`config.mk`:
```
export PLATFORM = sky130hd
export DESIGN_NAME = temperature_alarm_hysteresis_top
export DESIGN_NICKNAME = d
export VERILOG_FILES = /design/src/rtl/tah_pkg.sv /design/src/rtl/tah_cfg_regs.sv /design/src/rtl/tah_convert.sv /design/src/rtl/tah_light_fsm.sv /design/src/rtl/temperature_alarm_hysteresis_top.sv
export VERILOG_INCLUDE_DIRS = /design/src /design/src/rtl
export SDC_FILE = /design/constraint.sdc
export NUM_CORES = 1
export LEC_CHECK = 0
export BUFFER_PORTS_ARGS = -buffer_cell sky130_fd_sc_hd__buf_2
export CORE_ASPECT_RATIO = 1.5
export CORE_UTILIZATION = 50
export CTS_BUF_LIST = sky130_fd_sc_hd__clkbuf_8
export DETAILED_ROUTE_END_ITERATION = 8
export GPL_ROUTABILITY_DRIVEN = 1
export HOLD_SLACK_MARGIN = 0.05
export PLACE_DENSITY = 0.79
export SYNTH_ARGS = -nofsm -noshare
export SYNTH_HDL_FRONTEND = slang
export SYNTH_SLANG_ARGS = --single-unit
```
`constraint.sdc`:
```
create_clock -name i_clk -period 19.95 [get_ports i_clk]
set_input_delay 3.99 -clock i_clk [delete_from_list [all_inputs] [get_ports i_clk]]
set_output_delay 3.99 -clock i_clk [all_outputs]
set_load 0.01 [all_outputs]
```
`src/rtl/assert_macros.svh`:
```
// Assertion macros used by the top-level RTL file.
`ifndef ASSERT_MACROS_SVH
`define ASSERT_MACROS_SVH

`ifndef SYNTHESIS

// Check an implication property on every clock edge outside reset.
`define TAH_ASSERT(lbl, clk, rst_n, prop, msg) \
    lbl: assert property (@(posedge clk) disable iff (!(rst_n)) (prop)) else $error(msg);

// Check that a condition is never true outside reset.
`define TAH_NEVER(lbl, clk, rst_n, cond, msg) \
    lbl: assert property (@(posedge clk) disable iff (!(rst_n)) !(cond)) else $error(msg);

`else

`define TAH_ASSERT(lbl, clk, rst_n, prop, msg)
`define TAH_NEVER(lbl, clk, rst_n, cond, msg)

`endif

`endif

```
`src/rtl/tah_pkg.sv`:
```
// Types and constants of the temperature alarm block.
package tah_pkg;

    localparam int TEMP_BITS     = 16;
    localparam int MV_BITS       = 12;
    localparam int MV_FULL_SCALE = 3300;
    localparam int MV_OFFSET     = 500;
    localparam int CFG_IDX_BITS  = 3;
    localparam int CFG_DATA_BITS = 16;

    typedef logic signed [TEMP_BITS-1:0] t_temp;

    typedef enum logic [1:0] {
        LIGHT_GREEN  = 2'd0,
        LIGHT_YELLOW = 2'd1,
        LIGHT_RED    = 2'd2
    } t_light;

    typedef enum logic [CFG_IDX_BITS-1:0] {
        CFG_SCALE_BY_TEN   = 3'd0,
        CFG_LOW_CRIT_ENTER = 3'd1,
        CFG_LOW_CRIT_EXIT  = 3'd2,
        CFG_WARN_ENTER     = 3'd3,
        CFG_WARN_EXIT      = 3'd4,
        CFG_HIGH_CRIT_ENTER = 3'd5,
        CFG_HIGH_CRIT_EXIT = 3'd6
    } t_cfg_idx;

    typedef struct packed {
        logic  scale_by_ten;
        t_temp low_crit_enter;
        t_temp low_crit_exit;
        t_temp warn_enter;
        t_temp warn_exit;
        t_temp high_crit_enter;
        t_temp high_crit_exit;
    } t_cfg;

    localparam t_temp RST_LOW_CRIT_ENTER  = 16'sd50;
    localparam t_temp RST_LOW_CRIT_EXIT   = 16'sd70;
    localparam t_temp RST_WARN_ENTER      = 16'sd850;
    localparam t_temp RST_WARN_EXIT       = 16'sd830;
    localparam t_temp RST_HIGH_CRIT_ENTER = 16'sd1050;
    localparam t_temp RST_HIGH_CRIT_EXIT  = 16'sd1030;

endpackage

```
`src/rtl/tah_cfg_regs.sv`:
```
// Configuration register file: scale select and six thresholds.
module tah_cfg_regs
    import tah_pkg::*;
(
    input  logic                     i_clk,
    input  logic                     i_rst_n,
    input  logic                     i_cfg_valid,
    input  logic [CFG_IDX_BITS-1:0]  i_cfg_index,
    input  logic [CFG_DATA_BITS-1:0] i_cfg_data,
    output logic                     o_cfg_ready,
    output t_cfg                     o_cfg
);

    t_cfg r_cfg;
    t_cfg n_cfg;

    assign o_cfg_ready = 1'b1;
    assign o_cfg       = r_cfg;

    always_comb begin
        n_cfg = r_cfg;
        if (i_cfg_valid) begin
            unique case (t_cfg_idx'(i_cfg_index))
                CFG_SCALE_BY_TEN:    n_cfg.scale_by_ten    = i_cfg_data[0];
                CFG_LOW_CRIT_ENTER:  n_cfg.low_crit_enter  = t_temp'(i_cfg_data);
                CFG_LOW_CRIT_EXIT:   n_cfg.low_crit_exit   = t_temp'(i_cfg_data);
                CFG_WARN_ENTER:      n_cfg.warn_enter      = t_temp'(i_cfg_data);
                CFG_WARN_EXIT:       n_cfg.warn_exit       = t_temp'(i_cfg_data);
                CFG_HIGH_CRIT_ENTER: n_cfg.high_crit_enter = t_temp'(i_cfg_data);
                CFG_HIGH_CRIT_EXIT:  n_cfg.high_crit_exit  = t_temp'(i_cfg_data);
                default: begin
                    // unmapped index: drop the write
                end
            endcase
        end
    end

    always_ff @(posedge i_clk) begin
        if (!i_rst_n) begin
            r_cfg.scale_by_ten    <= 1'b1;
            r_cfg.low_crit_enter  <= RST_LOW_CRIT_ENTER;
            r_cfg.low_crit_exit   <= RST_LOW_CRIT_EXIT;
            r_cfg.warn_enter      <= RST_WARN_ENTER;
            r_cfg.warn_exit       <= RST_WARN_EXIT;
            r_cfg.high_crit_enter <= RST_HIGH_CRIT_ENTER;
            r_cfg.high_crit_exit  <= RST_HIGH_CRIT_EXIT;
        end else begin
            r_cfg <= n_cfg;
        end
    end

endmodule

```
`src/rtl/tah_convert.sv`:
```
// Sample to temperature conversion: millivolts, offset, optional times ten.
module tah_convert
    import tah_pkg::*;
#(
    parameter int SAMPLE_BITS = 12
) (
    input  logic [SAMPLE_BITS-1:0] i_raw,
    input  logic                   i_scale_by_ten,
    output t_temp                  o_temp
);

    localparam int ProdW = SAMPLE_BITS + MV_BITS;

    logic [ProdW-1:0]   prod;
    logic [MV_BITS-1:0] mv;
    t_temp              off;

    always_comb begin
        prod = ProdW'(i_raw) * ProdW'(MV_FULL_SCALE);
        // divide by full scale of the converter: keep the top bits
        mv   = prod[ProdW-1 -: MV_BITS];
        off  = $signed({{(TEMP_BITS - MV_BITS){1'b0}}, mv}) - t_temp'(MV_OFFSET);
        // times ten as 8x + 2x
        o_temp = i_scale_by_ten ? t_temp'((off <<< 3) + (off <<< 1)) : off;
    end

endmodule

```
`src/rtl/tah_light_fsm.sv`:
```
// Green/yellow/red hysteresis state machine with first-sample pick.
module tah_light_fsm
    import tah_pkg::*;
(
    input  logic   i_clk,
    input  logic   i_rst_n,
    input  logic   i_step,
    input  t_temp  i_temp,
    input  t_cfg   i_cfg,
    output t_light o_light
);

    t_light r_light;
    t_light n_light;
    t_light cur;
    logic   r_seen;
    logic   crit;

    // before the first sample the machine acts as if green
    assign cur  = r_seen ? r_light : LIGHT_GREEN;
    assign crit = (i_temp < i_cfg.low_crit_enter) || (i_temp >= i_cfg.high_crit_enter);

    always_comb begin
        unique case (cur)
            LIGHT_GREEN: begin
                if (crit)                          n_light = LIGHT_RED;
                else if (i_temp >= i_cfg.warn_enter) n_light = LIGHT_YELLOW;
                else                               n_light = LIGHT_GREEN;
            end
            LIGHT_YELLOW: begin
                if (crit)                          n_light = LIGHT_RED;
                else if (i_temp < i_cfg.warn_exit) n_light = LIGHT_GREEN;
                else                               n_light = LIGHT_YELLOW;
            end
            LIGHT_RED: begin
                if (i_temp >= i_cfg.low_crit_exit && i_temp < i_cfg.warn_enter)
                    n_light = LIGHT_GREEN;
                else if (i_temp >= i_cfg.warn_enter && i_temp < i_cfg.high_crit_exit)
                    n_light = LIGHT_YELLOW;
                else
                    n_light = LIGHT_RED;
            end
            default: n_light = LIGHT_RED;
        endcase
    end

    always_comb begin
        o_light = r_light;
    end

    always_ff @(posedge i_clk) begin
        if (!i_rst_n) begin
            r_light <= LIGHT_GREEN;
            r_seen  <= 1'b0;
        end else if (i_step) begin
            r_light <= n_light;
            r_seen  <= 1'b1;
        end
    end

endmodule

```
`src/rtl/temperature_alarm_hysteresis_top.sv`:
```
// Top level of the three-level temperature alarm with hysteresis.
//
// Usage:
//   Input channel: drive i_raw_sample with i_in_valid; a beat is taken at a
//   clock edge with i_in_valid high and o_in_stall low.
//   Output channel: each input beat yields one beat of o_light_state
//   (0 green, 1 yellow, 2 red) and o_temp_tenths, taken at an edge
//   with o_out_valid high and i_out_stall low.
//   Config: write register i_cfg_index with i_cfg_data when i_cfg_valid and
//   o_cfg_ready are high; o_cfg_ready is always high. Write only while idle.
// Pipeline and throughput:
//   Two register stages (sample, result): a taken beat goes on to the result
//   register; one beat per cycle is sustained while i_out_stall stays low.
//   The constant multiply by 3300, the six threshold compares and the light
//   update all sit between the sample register and the result register.
// Reset: synchronous, active low. Clears both stages, loads the default
//   thresholds, sets the light to green and arms the first-sample pick.
// Stall: while i_out_stall holds, the result holds; the sample stage keeps
//   filling, and o_in_stall rises only when both stages are full.
`include "assert_macros.svh"

module temperature_alarm_hysteresis_top
    import tah_pkg::*;
#(
    parameter int SAMPLE_BITS = 12
) (
    input  logic                     i_clk,
    input  logic                     i_rst_n,
    // sample channel
    input  logic                     i_in_valid,
    output logic                     o_in_stall,
    input  logic [SAMPLE_BITS-1:0]   i_raw_sample,
    // result channel
    output logic                     o_out_valid,
    input  logic                     i_out_stall,
    output logic [1:0]               o_light_state,
    output logic signed [TEMP_BITS-1:0] o_temp_tenths,
    // configuration channel
    input  logic                     i_cfg_valid,
    output logic                     o_cfg_ready,
    input  logic [CFG_IDX_BITS-1:0]  i_cfg_index,
    input  logic [CFG_DATA_BITS-1:0] i_cfg_data
);

    t_cfg   cfg;
    t_temp  conv_temp;
    t_light light;

    // stage 1: captured sample
    logic                   r_s1_valid;
    logic [SAMPLE_BITS-1:0] r_s1_raw;
    // stage 2: result register
    logic                   r_out_valid;
    t_temp                  r_out_temp;

    logic out_free;
    logic s1_free;
    logic in_accept;
    logic out_load;

    // A stage may take a new beat when empty or when its beat moves on.
    assign out_free  = !r_out_valid || !i_out_stall;
    assign s1_free   = !r_s1_valid || out_free;
    assign in_accept = i_in_valid && s1_free;
    assign out_load  = r_s1_valid && out_free;

    assign o_in_stall = !s1_free;

    tah_cfg_regs u_cfg (
        .i_clk       (i_clk),
        .i_rst_n     (i_rst_n),
        .i_cfg_valid (i_cfg_valid),
        .i_cfg_index (i_cfg_index),
        .i_cfg_data  (i_cfg_data),
        .o_cfg_ready (o_cfg_ready),
        .o_cfg       (cfg)
    );

    tah_convert #(
        .SAMPLE_BITS (SAMPLE_BITS)
    ) u_convert (
        .i_raw          (r_s1_raw),
        .i_scale_by_ten (cfg.scale_by_ten),
        .o_temp         (conv_temp)
    );

    // The light register advances together with the result register, so
    // it always holds the light of the beat on the outputs.
    tah_light_fsm u_fsm (
        .i_clk   (i_clk),
        .i_rst_n (i_rst_n),
        .i_step  (out_load),
        .i_temp  (conv_temp),
        .i_cfg   (cfg),
        .o_light (light)
    );

    // valid bits: advance when the downstream stage frees up
    always_ff @(posedge i_clk) begin
        if (!i_rst_n) begin
            r_s1_valid  <= 1'b0;
            r_out_valid <= 1'b0;
        end else begin
            if (s1_free) begin
                r_s1_valid <= i_in_valid;
            end
            if (out_free) begin
                r_out_valid <= r_s1_valid;
            end
        end
    end

    // payload: load on a move, hold otherwise
    always_ff @(posedge i_clk) begin
        if (in_accept) begin
            r_s1_raw <= i_raw_sample;
        end
        if (out_load) begin
            r_out_temp <= conv_temp;
        end
    end

    assign o_out_valid   = r_out_valid;
    assign o_light_state = light;
    assign o_temp_tenths = r_out_temp;

    // Input backpressure only when both stages hold a beat.
    `TAH_ASSERT(a_stall_full, i_clk, i_rst_n,
        o_in_stall |-> (r_s1_valid && r_out_valid),
        "input stalled with a free pipeline stage")

    // A new result only appears from a loaded sample stage.
    `TAH_ASSERT(a_out_from_s1, i_clk, i_rst_n,
        $rose(o_out_valid) |-> $past(r_s1_valid),
        "result valid rose without a beat in the sample stage")

    // The light moves only when a beat enters the result register.
    `TAH_ASSERT(a_light_on_load, i_clk, i_rst_n,
        ($past(i_rst_n) && (o_light_state != $past(o_light_state))) |-> $past(out_load),
        "light changed without a result load")

    // Nothing enters the result register while it is held by a stall.
    `TAH_NEVER(a_no_overwrite, i_clk, i_rst_n,
        out_load && r_out_valid && i_out_stall,
        "result register overwritten while held")

endmodule

```
==> summary.txt <==
Outcome
  • Status: finished clean

Die
  • Core ar.: 0.0199 mm^2
  • Die Span Y: 177 um
  • Die X: 119 um
  • Initial Utilization: 51.3%
  • # rows: 63
  • Die ar.: 0.0210 mm^2
  • # IOs: 57

Final layout
  • Area Overhead vs Synth: 9.09%
  • Footprint of the multi-input gates: 0.00666 mm^2
  • Fin nets: 1476
  • Sequential Area: 0.00288 mm^2
  • Ant diodes: 0
  • Fill cell count: 1838
  • Layout cells sized above 1: 9.61%

Place
  • I/O Buffers: 55
  • GP Congestion: 0.943
  • Detailed Place HPWL: 20.3 mm

Synth
  • Adder-Cell Fraction of Synth Area: 27.3%
  • Yosys cell types: 73
  • Post-synth EDFFs: 28
  • Net Count, Synth: 1427
  • Asr flop ratio synth: 0%
  • Simple-gate share of the synthesized area: 15.6%
  • Syn Area/Cell: 8.58 um^2
  • Sequential area share after synthesis: 28.3%
  • #FFs+latches synth: 130
  • Compound-Gate Fraction of Synth Area: 18.6%
  • Mux contribution to synthesized area: 1.07%
  • YS warnings: 0
  • Largest family of logic cells by synthesized area: adder cells
  • Cell Area, Synth: 0.0102 mm^2
  • Post-Syn Instances: 1187
  • Ys flop type: dfxtp_1
  • Post-synthesis xor/xnor area fraction: 2.82%

Detailed routing
  • Via count: 8593
  • Starting DRT DRC Count: 429
  • First-pass DRT Iterations: 5
  • Drt drc: 0
  • Via density: 5.69
  • Routed Antenna Nets: 0
  • Drt wl/cell: 17.3 um
  • DRT Wirelength: 26.2 mm

Global route
  • Global route overflow: 0
  • Largest net degree at the start of global routing: 76
  • Vias in the first global route: 8541
  • First-pass GRT wire length: 41.9 mm
  • Initial antenna violation count: 0
  • Total global routing track utilization: 25.8%

Clock tree
  • Clock transition at the registers of the reported paths: 0.08 ns
  • PostCTS Resize Cnt: 0
  • H-tree depth: 4
  • Inserted Clock Buffers: 17
  • Total clock sinks: 130
  • Post-CTS Setup Bufs: 0
  • Post-CTS Hold Buffers: 0
  • Clock Path Buffers: 2
  • Worst skew pair latency: 0.46 ns
  • CTS root buf: clkbuf_8
  • CTS tree: built

Worst setup path
  • Critical path required time: 20.32 ns
  • Worst Setup Start Kind: flop
  • Slowest-stage cell, CP: fa_1
  • Cell mode on critical path: ha_1
  • R2r setup slk: 10.79 ns
  • R2r startpoint: r_s1_raw[6]$_DFFE_PP_
  • WP data arrival: 9.53 ns
  • Worst-path maximum fanout: 7
  • Slowest cell delay on critical path: 0.58 ns
  • Beginning of the critical path: r_s1_raw[6]$_DFFE_PP_
  • Critical Path End Type: flop
  • Critical setup path kind: reg -> reg

STA
  • Final Cycle Share: 45.9%
  • Final hold viol count: 0
  • Final min period: 9.16 ns
  • Measured slew at the worst slew-check pin: 1.12 ns
  • RSZ-0062 raised after global routing: false
  • Relative slew slack: 24.3%
  • Slew Viols, Final: 0
  • F_max: 109 MHz
  • Worst Clk Skew: 0.0137 ns
  • Sum Neg Setup Slack: 0 ns
  • Final setup violating endpoints: 0

Worst hold path
  • Hold Path Class: reg -> reg
  • Hold Startpoint: u_cfg.o_cfg[38]$_SDFFE_PN0P_

Run
  • Max-cap violations: 0
==> cells in the final DEF, fill, tap and decap left out, types with 7 or more instances in the layout <==
cell type    n
xnor2_1     15
inv_1      139
nand4_1     21
nand2b_1    14
nand2_1    195
ha_1       174
edfxtp_1    28
nor2b_1     21
a211oi_1     7
fa_1        30
o211ai_1    31
nor3_1      14
xor2_1      16
o21ai_0     33
nor2_1      43
a21o_1      33
a21oi_1    112
clkbuf_8    18
o21a_1      17
buf_2       55
dfxtp_1    102
buf_4        8
mux2_2       7
nand3_1      8
==> logic make-up (layout without fill, tap and decap cells) <==
family | Yosys count | count (layout)
multiplexers | 10 | 10
adder cells (fa/ha/maj) | 204 | 204
AO/OA/AOI/OAI | 290 | 290
flip-flops | 130 | 130
other | 1 | 1
buffers and inverters | 172 | 234
XOR/XNOR | 32 | 32
AND/OR/NAND/NOR | 348 | 348
==> per-stage QoR <==
| stage | hold WS [ns] | cells | utilization, % | setup WS [ns] | instance area, um^2 |
|---|---|---|---|---|---|
| final | 0.455 | 1509 | 55.9 | 10.79 | 11100 |
| after global routing | 0.479 | 1509 | 55.9 | 10.18 | 11100 |
| after CTS | 0.457 | 1509 | 55.9 | 10.86 | 11100 |
| after detailed placement | 0.446 | 1477 | 54.0 | 10.92 | 10700 |
| after global placement | 0.440 | 1477 | 54.0 | 11.06 | 10700 |
| after floorplan | 0.433 | 1187 | - | 11.75 | 10200 |
==> cell usage after synthesis, types with 5 or more instances <==
cell type,number,area [um^2]
nand2_1,195,732
ha_1,174,2180
inv_1,139,522
a21oi_1,112,561
dfxtp_1,102,2040
nor2_1,43,161
a21o_1,33,248
o21ai_0,33,165
clkbuf_1,31,116
o211ai_1,31,233
fa_1,30,601
edfxtp_1,28,841
nand4_1,21,131
nor2b_1,21,131
o21a_1,17,128
xor2_1,16,140
nor3_1,15,75.1
xnor2_1,15,131
nand2b_1,14,87.6
nand3_1,8,40.0
a211oi_1,7,52.6
mux2_2,7,78.8
a31oi_1,5,31.3
and3_1,5,31.3
==> sequential cells by signal, indices dropped and copies added (netlist names) <==
signal / cells
r_s1_valid: 1
r_s1_raw: 12
u_fsm.o_light: 2
u_cfg.o_cfg: 97
u_fsm.r_seen: 1
o_out_valid: 1
o_temp_tenths: 16
==> critical path: cells and delay by family (launching register included) <==
kind	cells	cell delay, ns
buf+inv	3	0.19
flops	1	0.47
compound gates	15	3.42
fa+ha+maj	9	3.73
xor+xnor	3	0.50
simple gates	4	0.73
==> worst paths after layout <==
kind	to	cells past startpoint
min	u_cfg.o_cfg[38]$_SDFFE_PN0P_	2
max reg2reg	u_fsm.o_light[1]$_SDFFE_PN0P_	34
max	u_fsm.o_light[1]$_SDFFE_PN0P_	34
min reg2reg	u_cfg.o_cfg[38]$_SDFFE_PN0P_	2
==> metal layers <==
metal | global-route usage, % | vias up | wire length [um]
met4 | 17.6 | 0 | 1550
met3 | 3.35 | 87 | 917
met5 | 0 | - | 0
met2 | 47.9 | 218 | 13800
li1 | - | 4239 | -
met1 | 26.9 | 4049 | 9890
==> layout make-up <==
type / count / area share [%]
multi-input cells: 885 / 59.9
flip-flops and latches: 130 / 25.9
inverters: 139 / 4.69
repair buffers: 63 / 3.02
well taps: 260 / 2.93
clock buffers: 18 / 2.23
clock inverters: 14 / 1.26
Power is not shown: default switching activity piles up to over one toggle a cycle in this logic, so the estimate is an artifact.
